`config.mk`:
```
export PLATFORM = sky130hd
export DESIGN_NAME = spat_queue
export DESIGN_NICKNAME = d
export VERILOG_FILES = /design/src/spat_pkg.sv /design/src/spat_queue.sv
export SDC_FILE = /design/constraint.sdc
export NUM_CORES = 1
export LEC_CHECK = 0
export ABC_AREA = 1
export BUFFER_PORTS_ARGS = -buffer_cell sky130_fd_sc_hd__clkbuf_2
export CELL_PAD_IN_SITES_DETAIL_PLACEMENT = 0
export CELL_PAD_IN_SITES_GLOBAL_PLACEMENT = 2
export CORE_ASPECT_RATIO = 1.5
export CORE_MARGIN = 3
export CORE_UTILIZATION = 38
export CTS_CLUSTER_DIAMETER = 80
export DETAILED_ROUTE_END_ITERATION = 16
export PLACE_DENSITY_LB_ADDON = 0.1
export SYNTH_ARGS = -nofsm -noshare
export SYNTH_HDL_FRONTEND = slang
export SYNTH_SLANG_ARGS = --single-unit
export TNS_END_PERCENT = 10
```
`constraint.sdc`:
```
create_clock -name clk -period 4.92 [get_ports clk]
set_input_delay 0.984 -clock clk [delete_from_list [all_inputs] [get_ports clk]]
set_output_delay 0.984 -clock clk [all_outputs]
set_load 0.05 [all_outputs]
```
`src/spat_pkg.sv`:
```
`default_nettype none
package spat_pkg;

  localparam int DESC_DEPTH = 64;
  localparam int DESC_AW    = $clog2(DESC_DEPTH);
  localparam int DIR_DEPTH  = 1024;
  localparam int DIR_AW     = 10;
  localparam int CNT_W      = 7;
  localparam int SEL_W      = 14;
  localparam logic [SEL_W-1:0] DESC_DEPTH_C = SEL_W'(DESC_DEPTH);

  localparam logic [2:0] OP_TRANSLATE = 3'd0;
  localparam logic [2:0] OP_WR_GLOBAL = 3'd1;
  localparam logic [2:0] OP_WR_LOCAL  = 3'd2;
  localparam logic [2:0] OP_WR_DIR    = 3'd3;
  localparam logic [2:0] OP_WR_PAGE   = 3'd4;

  localparam logic [2:0] FAULT_OK     = 3'd0;
  localparam logic [2:0] FAULT_SEL    = 3'd1;
  localparam logic [2:0] FAULT_SEG    = 3'd2;
  localparam logic [2:0] FAULT_LIMIT  = 3'd3;
  localparam logic [2:0] FAULT_PAGE   = 3'd4;

  localparam logic REG_GLOBAL_COUNT = 1'b0;
  localparam logic REG_LOCAL_COUNT  = 1'b1;

  typedef enum logic [2:0] {
    K_TRANSLATE,
    K_WR_GLOBAL,
    K_WR_LOCAL,
    K_WR_DIR,
    K_WR_PAGE,
    K_NULL,
    K_SEL_FAULT
  } cmd_kind_t;

  typedef struct packed {
    logic [2:0]  opcode;
    logic [9:0]  entry_index;
    logic [63:0] entry_data;
    logic [31:0] logical_offset;
    logic [15:0] segment_selector;
  } in_item_t;

  typedef struct packed {
    logic [2:0]  fault_code;
    logic [31:0] lin_addr;
    logic [31:0] physical_address;
  } out_item_t;

  typedef struct packed {
    cmd_kind_t          kind;
    logic               is_local;
    logic [DESC_AW-1:0] desc_addr;
    logic [DIR_AW-1:0]  entry_index;
    logic [63:0]        entry_data;
    logic [31:0]        logical_offset;
  } cmd_t;

  typedef struct packed {
    logic valid;
    logic full;
  } q_status_t;

endpackage
`default_nettype wire

```
`src/spat_queue.sv`:
```
`default_nettype none
module spat_queue (
  input  wire logic                clk,
  input  wire logic                rst_n,
  input  wire logic                push,
  input  wire spat_pkg::cmd_t      push_cmd,
  input  wire logic                pop,
  output spat_pkg::cmd_t           head,
  output spat_pkg::q_status_t      status
);

  spat_pkg::cmd_t slot_r [2];
  logic       wr_ptr_r, wr_ptr_nxt;
  logic       rd_ptr_r, rd_ptr_nxt;
  logic [1:0] fill_r, fill_nxt;

  always_comb begin
    wr_ptr_nxt = wr_ptr_r ^ push;
    rd_ptr_nxt = rd_ptr_r ^ pop;
    fill_nxt   = fill_r + 2'(push) - 2'(pop);
  end

  always_ff @(posedge clk) begin
    if (!rst_n) begin
      wr_ptr_r <= 1'b0;
      rd_ptr_r <= 1'b0;
      fill_r   <= 2'd0;
    end else begin
      wr_ptr_r <= wr_ptr_nxt;
      rd_ptr_r <= rd_ptr_nxt;
      fill_r   <= fill_nxt;
    end
  end

  always_ff @(posedge clk) begin
    if (push) begin
      slot_r[wr_ptr_r] <= push_cmd;
    end
  end

  assign head         = slot_r[rd_ptr_r];
  assign status.valid = fill_r != 2'd0;
  assign status.full  = fill_r == 2'd2;

endmodule
`default_nettype wire

```
==> metrics.md <==
| Metric | Value |
|---|---|
| Outcome | finished, final reports clean |
| Vias in the first global route | 4780 |
| Io pins | 238 |
| Final ANT Viol Nets | 0 |
| Core Region | 22600 um^2 |
| Synth warn | 0 |
| Slew @ Worst Pin | 1040 ps |
| Post-Route WL | 17.4 mm |
| Fill cells | 1906 |
| DP Wirelength | 11.8 mm |
| Register bit count reported by yosys | 237 |
| Die outline height | 192 um |
| Critical path class | register to output pin |
| Initial DRC count | 304 |
| Largest net degree at the start of global routing | 64 |
| Post-Synth Simple-Gate Area | 0.486% |
| Maxcap violations | 0 |
| Hold Path Depth | 2 |
| Post-synthesis xor/xnor area fraction | 0.100% |
| CTS Buf Count | 23 |
| Share of cells above drive strength 1 | 59.8% |
| Hold Buf Count CTS | 0 |
| Net Count, Synth | 514 |
| Post-Synth Adder-Cell Area | 0.571% |
| Finished Layout Cells | 935 |
| Chip width | 130 um |
| First-pass DRT Iterations | 4 |
| Max VDD drop | 0.280 mV |
| CTS Root Cell | clkbuf_16 |
| Post-CTS sizing | 0 |
| Global route overflow | 0 |
| Detailed-route via count | 4388 |
| Ant diodes | 0 |
| CTS clk-pin slew, worst paths | 60 ps |
| Max Freq | 281 MHz |
| GRT Util Overall | 13.6% |
| Setup violations, final | 0 |
| Row cnt | 67 |
| Sequential area share after synthesis | 80.7% |
| Layout Nets | 767 |
| Pwr per Cell Area | 448 nW/um^2 |
| RSZ-0062 raised after global routing | false |
| Netlist cell types | 13 |
| Leak pwr | 4.28 nW |
| DIE AREA | 24900 um^2 |
| Synth Instances | 390 |
| Post-route minimum period | 3560 ps |
| Initial antenna violation count | 1 |
| Post-synthesis compound-gate area fraction | 0.0571% |
| Global-route wire length before repair | 25.9 mm |
| Tcrit/Tclk final | 72.4% |
| CP max FO | 63 |
| # port buffers | 237 |
| Critical path launch point type | register |
| Cell Area, Synth | 8760 um^2 |
| CTS H-tree lvls | 1 |
| Syn Area/Cell | 22.5 um^2 |
| Setup TNS | 0 ps |
| Hold Crit Class | register to register |
| Final hold vios | 0 |
| Area delta synth->final | 25.9% |
| Post-DR wirelength/cell | 18.6 um |
| GPL Wtd Cong | 0.713 |
| Largest family of logic cells by synthesized area | multiplexers |
| Drt drc | 0 |
| Initial core utilization | 38.8% |
| Postcts setup bufs | 0 |
| Sink Count | 237 |
| Slew headroom | 30.7% |
| Req. time, crit path | 3940 ps |
| Post-DR vias/cell | 4.69 |
| Post-synthesis mux area share | 16.6% |
| Clk buf depth | 3 |
| CP arrival | 2580 ps |
| Slew Limit Fails | 0 |
| Critical Path End Type | output pin |
| Inst Count DP | 894 |
| Clock latency on the worst-skew pair | 490 ps |
| Cells on worst reg2reg path | 3 |
| CTS tree | built |
| Final Skew | 10.5 ps |
## where the power goes
group / internal (W) / switching, W / total, W
registers: 0.00236 / 0.0000499 / 0.00241
clock network: 0.00102 / 0.000687 / 0.00170
logic: 0.000247 / 0.000584 / 0.000830
total: 0.00362 / 0.00132 / 0.00494
## layout by cell type (no fill, tap or decap)
cell       count
clkbuf_16     23
dfxtp_4        1
ha_1           2
mux2_2        76
clkbuf_2     237
nand3_1        1
mux2_4        40
buf_12         3
nand2_1        5
xnor2_1        1
dfxtp_1        4
buf_4          1
nor2_1         5
inv_1          7
bufinv_16      2
clkinv_1       5
clkbuf_8       4
clkbuf_1       2
a21oi_1        1
clkinv_2       5
ha_4           2
edfxtp_1     232
## critical path, stage by stage, from the launching register on
cell and delay (ps):
dfxtp_4 1040, buf_4 420, mux2_2 380, clkbuf_2 240
## synthesized netlist by cell type
cell type / number / area [um^2]
edfxtp_1: 232 / 6970
nor2_1: 5 / 18.8
mux2_4: 40 / 601
a21oi_1: 1 / 5.00
nand3_1: 1 / 5.00
mux2_2: 76 / 856
xnor2_1: 1 / 8.76
buf_6: 6 / 67.6
ha_1: 4 / 50.1
inv_1: 7 / 26.3
nand2_1: 5 / 18.8
dfxtp_1: 5 / 100
buf_2: 7 / 35.0
## path summary, 6_finish.rpt
kind	end	from	slack [ps]
max	head[56]	register	1360
min	rd_ptr_r$_SDFF_PN0_	rd_ptr_r$_SDFF_PN0_	540
min reg2reg	rd_ptr_r$_SDFF_PN0_	rd_ptr_r$_SDFF_PN0_	540
max reg2reg	slot_r[0][0]$_DFFE_PP_	wr_ptr_r$_SDFF_PN0_	3000
## sequential cells by signal, indices dropped and copies added (netlist names), named ones only
| signal | cells |
|---|---|
| slot_r | 232 |
| fill_r | 2 |
| rd_ptr_r | 1 |
| wr_ptr_r | 1 |
## final cells by class
type	instances	area, um^2	share of cell area (%)
inverters	7	26.3	0.238
well taps	276	345	3.13
multi-input cells	133	1590	14.4
clock buffers	29	638	5.79
flip-flops and latches	237	7070	64.1
clock inverters	12	104	0.942
repair buffers	241	1250	11.4
## through the flow
stage	instance area, um^2	hold WS (ps)	setup slack (ps)	total power (W)	utilization [%]
6_report	11000	543	1360	0.00494	48.9
5_1_grt	11000	582	1180	0.00515	48.9
3_5_place_dp	10300	535	1790	0.00330	45.6
2_1_floorplan	8760	480	717	0.00308	-
4_1_cts	11000	546	1250	0.00503	48.9
3_3_place_gp	10300	499	1840	0.00329	45.6
## metal layers
| metal | vias up | global-route usage [%] | part of all wire, % |
|---|---|---|---|
| li1 | 2035 | - | - |
| met1 | 2157 | 16.1 | 38 |
| met2 | 164 | 23.8 | 52 |
| met3 | 30 | 3.64 | 7.0 |
| met4 | 2 | 4.36 | 2.5 |
| met5 | - | 0 | 0.075 |
## kinds of logic after synthesis
logic type	count (synthesis)
xor+xnor	1
mux	116
flops	237
fa+ha+maj	4
compound gates	1
buf+inv	20
simple gates	11
Power figures use the tool's default switching activity.
