--- src/spat_pkg.sv ---
`default_nettype none
package spat_pkg;

  localparam int DESC_DEPTH = 64;
  localparam int DESC_AW    = $clog2(DESC_DEPTH);
  localparam int DIR_DEPTH  = 1024;
  localparam int DIR_AW     = 10;
  localparam int CNT_W      = 7;
  localparam int SEL_W      = 14;
  localparam logic [SEL_W-1:0] DESC_DEPTH_C = SEL_W'(DESC_DEPTH);

  localparam logic [2:0] OP_TRANSLATE = 3'd0;
  localparam logic [2:0] OP_WR_GLOBAL = 3'd1;
  localparam logic [2:0] OP_WR_LOCAL  = 3'd2;
  localparam logic [2:0] OP_WR_DIR    = 3'd3;
  localparam logic [2:0] OP_WR_PAGE   = 3'd4;

  localparam logic [2:0] FAULT_OK     = 3'd0;
  localparam logic [2:0] FAULT_SEL    = 3'd1;
  localparam logic [2:0] FAULT_SEG    = 3'd2;
  localparam logic [2:0] FAULT_LIMIT  = 3'd3;
  localparam logic [2:0] FAULT_PAGE   = 3'd4;

  localparam logic REG_GLOBAL_COUNT = 1'b0;
  localparam logic REG_LOCAL_COUNT  = 1'b1;

  typedef enum logic [2:0] {
    K_TRANSLATE,
    K_WR_GLOBAL,
    K_WR_LOCAL,
    K_WR_DIR,
    K_WR_PAGE,
    K_NULL,
    K_SEL_FAULT
  } cmd_kind_t;

  typedef struct packed {
    logic [2:0]  opcode;
    logic [9:0]  entry_index;
    logic [63:0] entry_data;
    logic [31:0] logical_offset;
    logic [15:0] segment_selector;
  } in_item_t;

  typedef struct packed {
    logic [2:0]  fault_code;
    logic [31:0] lin_addr;
    logic [31:0] physical_address;
  } out_item_t;

  typedef struct packed {
    cmd_kind_t          kind;
    logic               is_local;
    logic [DESC_AW-1:0] desc_addr;
    logic [DIR_AW-1:0]  entry_index;
    logic [63:0]        entry_data;
    logic [31:0]        logical_offset;
  } cmd_t;

  typedef struct packed {
    logic valid;
    logic full;
  } q_status_t;

endpackage
`default_nettype wire

--- src/spat_front.sv ---
`default_nettype none
module spat_front (
  input  wire logic                      in_valid,
  output logic                           in_stall,
  input  wire spat_pkg::in_item_t        in_item,
  input  wire logic [spat_pkg::CNT_W-1:0] global_count,
  input  wire logic [spat_pkg::CNT_W-1:0] local_count,
  input  wire logic                      busy,
  input  wire spat_pkg::q_status_t       q_status,
  output logic                           push,
  output spat_pkg::cmd_t                 cmd
);

  logic                           is_local;
  logic [spat_pkg::SEL_W-1:0]     sel_ext;
  logic [spat_pkg::SEL_W-1:0]     idx_ext;
  logic [spat_pkg::SEL_W-1:0]     cnt_ext;
  logic [spat_pkg::SEL_W-1:0]     cnt_clamp;
  logic                           sel_bad;
  logic                           idx_ok;

  assign in_stall = busy || q_status.full;
  assign push     = in_valid && !in_stall;

  assign is_local  = in_item.segment_selector[2];
  assign sel_ext   = spat_pkg::SEL_W'(in_item.segment_selector[15:3]);
  assign idx_ext   = spat_pkg::SEL_W'(in_item.entry_index);
  assign cnt_ext   = spat_pkg::SEL_W'(is_local ? local_count : global_count);
  assign cnt_clamp = (cnt_ext > spat_pkg::DESC_DEPTH_C) ? spat_pkg::DESC_DEPTH_C : cnt_ext;
  assign sel_bad   = (sel_ext >= cnt_clamp) || (!is_local && sel_ext == '0);
  assign idx_ok    = idx_ext < spat_pkg::DESC_DEPTH_C;

  always_comb begin
    cmd.is_local       = is_local;
    cmd.entry_index    = in_item.entry_index;
    cmd.entry_data     = in_item.entry_data;
    cmd.logical_offset = in_item.logical_offset;
    cmd.desc_addr      = idx_ext[spat_pkg::DESC_AW-1:0];
    cmd.kind           = spat_pkg::K_NULL;
    unique case (in_item.opcode)
      spat_pkg::OP_TRANSLATE: begin
        cmd.desc_addr = sel_ext[spat_pkg::DESC_AW-1:0];
        cmd.kind      = sel_bad ? spat_pkg::K_SEL_FAULT : spat_pkg::K_TRANSLATE;
      end
      spat_pkg::OP_WR_GLOBAL: cmd.kind = idx_ok ? spat_pkg::K_WR_GLOBAL : spat_pkg::K_NULL;
      spat_pkg::OP_WR_LOCAL:  cmd.kind = idx_ok ? spat_pkg::K_WR_LOCAL : spat_pkg::K_NULL;
      spat_pkg::OP_WR_DIR:    cmd.kind = spat_pkg::K_WR_DIR;
      spat_pkg::OP_WR_PAGE:   cmd.kind = spat_pkg::K_WR_PAGE;
      default:                cmd.kind = spat_pkg::K_NULL;
    endcase
  end

endmodule
`default_nettype wire

--- config.mk ---
export PLATFORM = sky130hd
export DESIGN_NAME = spat_front
export DESIGN_NICKNAME = d
export VERILOG_FILES = /design/src/spat_pkg.sv /design/src/spat_front.sv
export SDC_FILE = /design/constraint.sdc
export NUM_CORES = 1
export LEC_CHECK = 0
export CAP_MARGIN = 20
export CORE_AREA = 2 2 101 103
export DETAILED_ROUTE_END_ITERATION = 8
export DIE_AREA = 0 0 103 105
export DONT_BUFFER_PORTS = 1
export GPL_TIMING_DRIVEN = 0
export SETUP_SLACK_MARGIN = 0.5
export SLEW_MARGIN = 40
export SYNTH_ARGS = -nofsm -noshare
export SYNTH_HDL_FRONTEND = slang
export SYNTH_SLANG_ARGS = --single-unit
--- constraint.sdc ---
create_clock -name vclk -period 2.3
set_clock_uncertainty 0.2 [all_clocks]
set_input_delay 0.115 -clock vclk [all_inputs]
set_output_delay 0.115 -clock vclk [all_outputs]
set_load 0.01 [all_outputs]
==> flow_metrics.tcl <==
set metrics [dict create \
    outcome "completed" \
    fp.dieH_um 105 \
    cp.arrival_ns 1.97 \
    clkPwrFrac_pct 0 \
    critPathMaxFanout 2 \
    grt_pass1_wl_mm 4.774 \
    hold_class "in -> out" \
    hold_viol 0 \
    nClkBuffers 0 \
    portBuffers 0 \
    vias_per_cell 3.550 \
    hold_slack_ns 0.06016 \
    met3_usage_pct 1.405 \
    gr-usage-met1_pct 4.848 \
    cts_setup_buffers 0 \
    drt_wl_total_mm 4.052 \
    fill_cells 1090 \
    setup_violations 0 \
    worstMarginPinSlew_ns 0.6017 \
    drc 0 \
    yosysSeqAreaShare_pct 0 \
    synth_cell_types 27 \
    antenna_found_initial 0 \
    yosys-top-cells-area "buf_4 (62%), mux2_2 (9.5%), ha_1 (6.7%), or4_4 (2.6%), nand2_1 (2.3%)" \
    grt_max_degree 11 \
    cts.hold.buffers_added 0 \
    wl_per_cell_um 13.42 \
    p_int_uw 168.7 \
    dpl.hpwl_mm 3.848 \
    period_share_pct 99.38 \
    yosysWarnings 0 \
    maxSlewViolCount 0 \
    coreArea_um2 9639 \
    drive_above_1_share_pct 81.07 \
    p_leak_nw 0.7246 \
    cp-end-kind "output port" \
    max_freq_ghz 0.4375 \
    num_rows 36 \
    syn2layout_area_growth_pct 20.90 \
    grt_pass1_vias 922 \
    synth_nets 319 \
    num_io_pins 261 \
    required_ns 1.99 \
    grt-ovfl-total 0 \
    die_w_um 103 \
    p_per_area_nw_per_um2 198.7 \
    ir_worst_vdd_mv 0.05443 \
    critPathLaunchType "primary input" \
    synth_top_area_cell "buf_4" \
    comb_power_share_pct 100.0 \
    slew_headroom_pct 59.67 \
    seq_area_um2 0 \
    seq_cells 0 \
    final_antenna_net_count 0 \
    first_pass_iters 2 \
    place_congestion 0.7242 \
    drt_iter0_drc 14 \
    nets 321 \
    finalPower_uw 313.5 \
    syn_area_um2 1305 \
    path_class "in -> out" \
    rsz0062_at_grt "yes" \
    grt_usage_pct 5.833 \
    die-area_um2 10820 \
    syn_area_per_cell_um2 7.722 \
    p_sw_share_pct 46.20 \
    antenna_cells 0 \
    busiest_layer "met2" \
    synth_top_area_share_pct 61.55 \
    global_route.usage.met2_pct 12.80 \
    syn-instance-count 169 \
    start_util_pct 13.54 \
    finalSetupTns_ns 0 \
    cap_violations 0 \
    power.switching_uw 144.8 \
    seqPwrFrac_pct 0 \
    period_needed_ns 2.286 \
    hold_path_startpoint "in_item[124]" \
    critPathLaunch "local_count[5]" \
    vias 1072 \
]
[path summary, 6_finish.rpt]
kind | depth (start not counted) | slack, ns | endpoint
worst min-delay path | 1 | 0.06 | cmd[114]
worst max-delay path | 8 | 0.01 | cmd[115]
[area by class of cell]
cell class / instances / area, µm² / share of cell area [%]
Inverter: 3 / 11.26 / 0.7137
Tap cell: 133 / 166.4 / 10.55
Multi-Input combinational cell: 58 / 585.6 / 37.11
Buffer: 108 / 814.5 / 51.63
[cell usage after synthesis]
master     count
nand2_1        8
o22ai_2        1
o21ai_2        1
o31ai_1        1
o311ai_1       1
nand3_1        1
a2111oi_0      1
mux2i_1        2
ha_1           7
nor2b_1        3
and3b_1        1
a21oi_1        3
buf_6          1
nor2_1         2
nor3_1         1
inv_1          3
or4_4          3
mux2_2        11
nor4_1         3
nor4b_1        1
or4_1          2
buf_4        107
nand2b_1       1
nor3_2         1
o21ai_1        1
a211oi_1       1
or2_2          1
[cells by family after synthesis]
family / after synthesis / synth area share, %
and+or+nand+nor: 28 / 13.33
AOI/OAI and AO/OA: 10 / 5.657
adders and majority gates: 7 / 6.711
buffers and inverters: 111 / 63.28
muxes: 13 / 11.03
[metal layers]
metal  share of wire, %  vias to the layer above
met5                  0                        -
li1                   -                      457
met3                 15                        4
met2                 57                      149
met1                 25                      462
met4                2.5                        0
[power groups by stage]
stage               Sequential (mW)  Combinational [mW]  Clock (mW)
floorplan                         0               0.271           0
global placement                  0               0.300           0
detailed placement                0               0.302           0
CTS                               0               0.317           0
global route                      0               0.339           0
finish                            0               0.313           0
[stage by stage]
| step | cells | worst slack, ns | area [µm²] | utilization (%) |
|---|---|---|---|---|
| finish | 302 | 0.01419 | 1578 | 16.37 |
| CTS | 302 | -0.09895 | 1569 | 16.28 |
| global route | 302 | -0.07705 | 1578 | 16.37 |
| floorplan | 169 | 0.1194 | 1333 | - |
| detailed placement | 302 | -0.2257 | 1499 | 15.55 |
| global placement | 302 | -0.2215 | 1499 | 15.55 |
[worst max-delay path, cell delays in order]
cell and delay [ns]:
or4_4 0.55, nor4b_4 0.25, o31ai_2 0.09, ha_1 0.31, nand2_2 0.09, o22ai_4 0.18
a211oi_2 0.07, o311ai_2 0.32
[layout by cell type (no fill, tap or decap)]
cell       synthesis  layout
mux2i_1            2       1
nor4_2             0       1
mux2_2            11      11
nand2_2            0       1
buf_4            107     107
nor4b_4            0       1
o21ai_1            1       1
nor4_4             0       1
o21ai_2            1       1
nor3_2             1       1
nand2_1            8       7
nand2b_1           1       1
a21oi_1            3       3
nor2b_1            3       3
a2111oi_4          0       1
or2_2              1       1
mux2i_4            0       1
ha_1               7       7
o22ai_4            0       1
or4_4              3       4
inv_1              3       3
nand3_1            1       1
nor4_1             3       1
nor3_1             1       1
a211oi_2           0       1
nor2_4             0       1
and3b_1            1       1
nor2_1             2       1
o31ai_2            0       1
or4_1              2       1
buf_6              1       1
o311ai_2           0       1
[what timing repair did]
item | CTS | global route
setup endpoints to repair | 2 | 2
pin swaps | 9 | 4
gates resized for setup | 11 | 1
No activity file was read; power rests on OpenSTA's default activity.
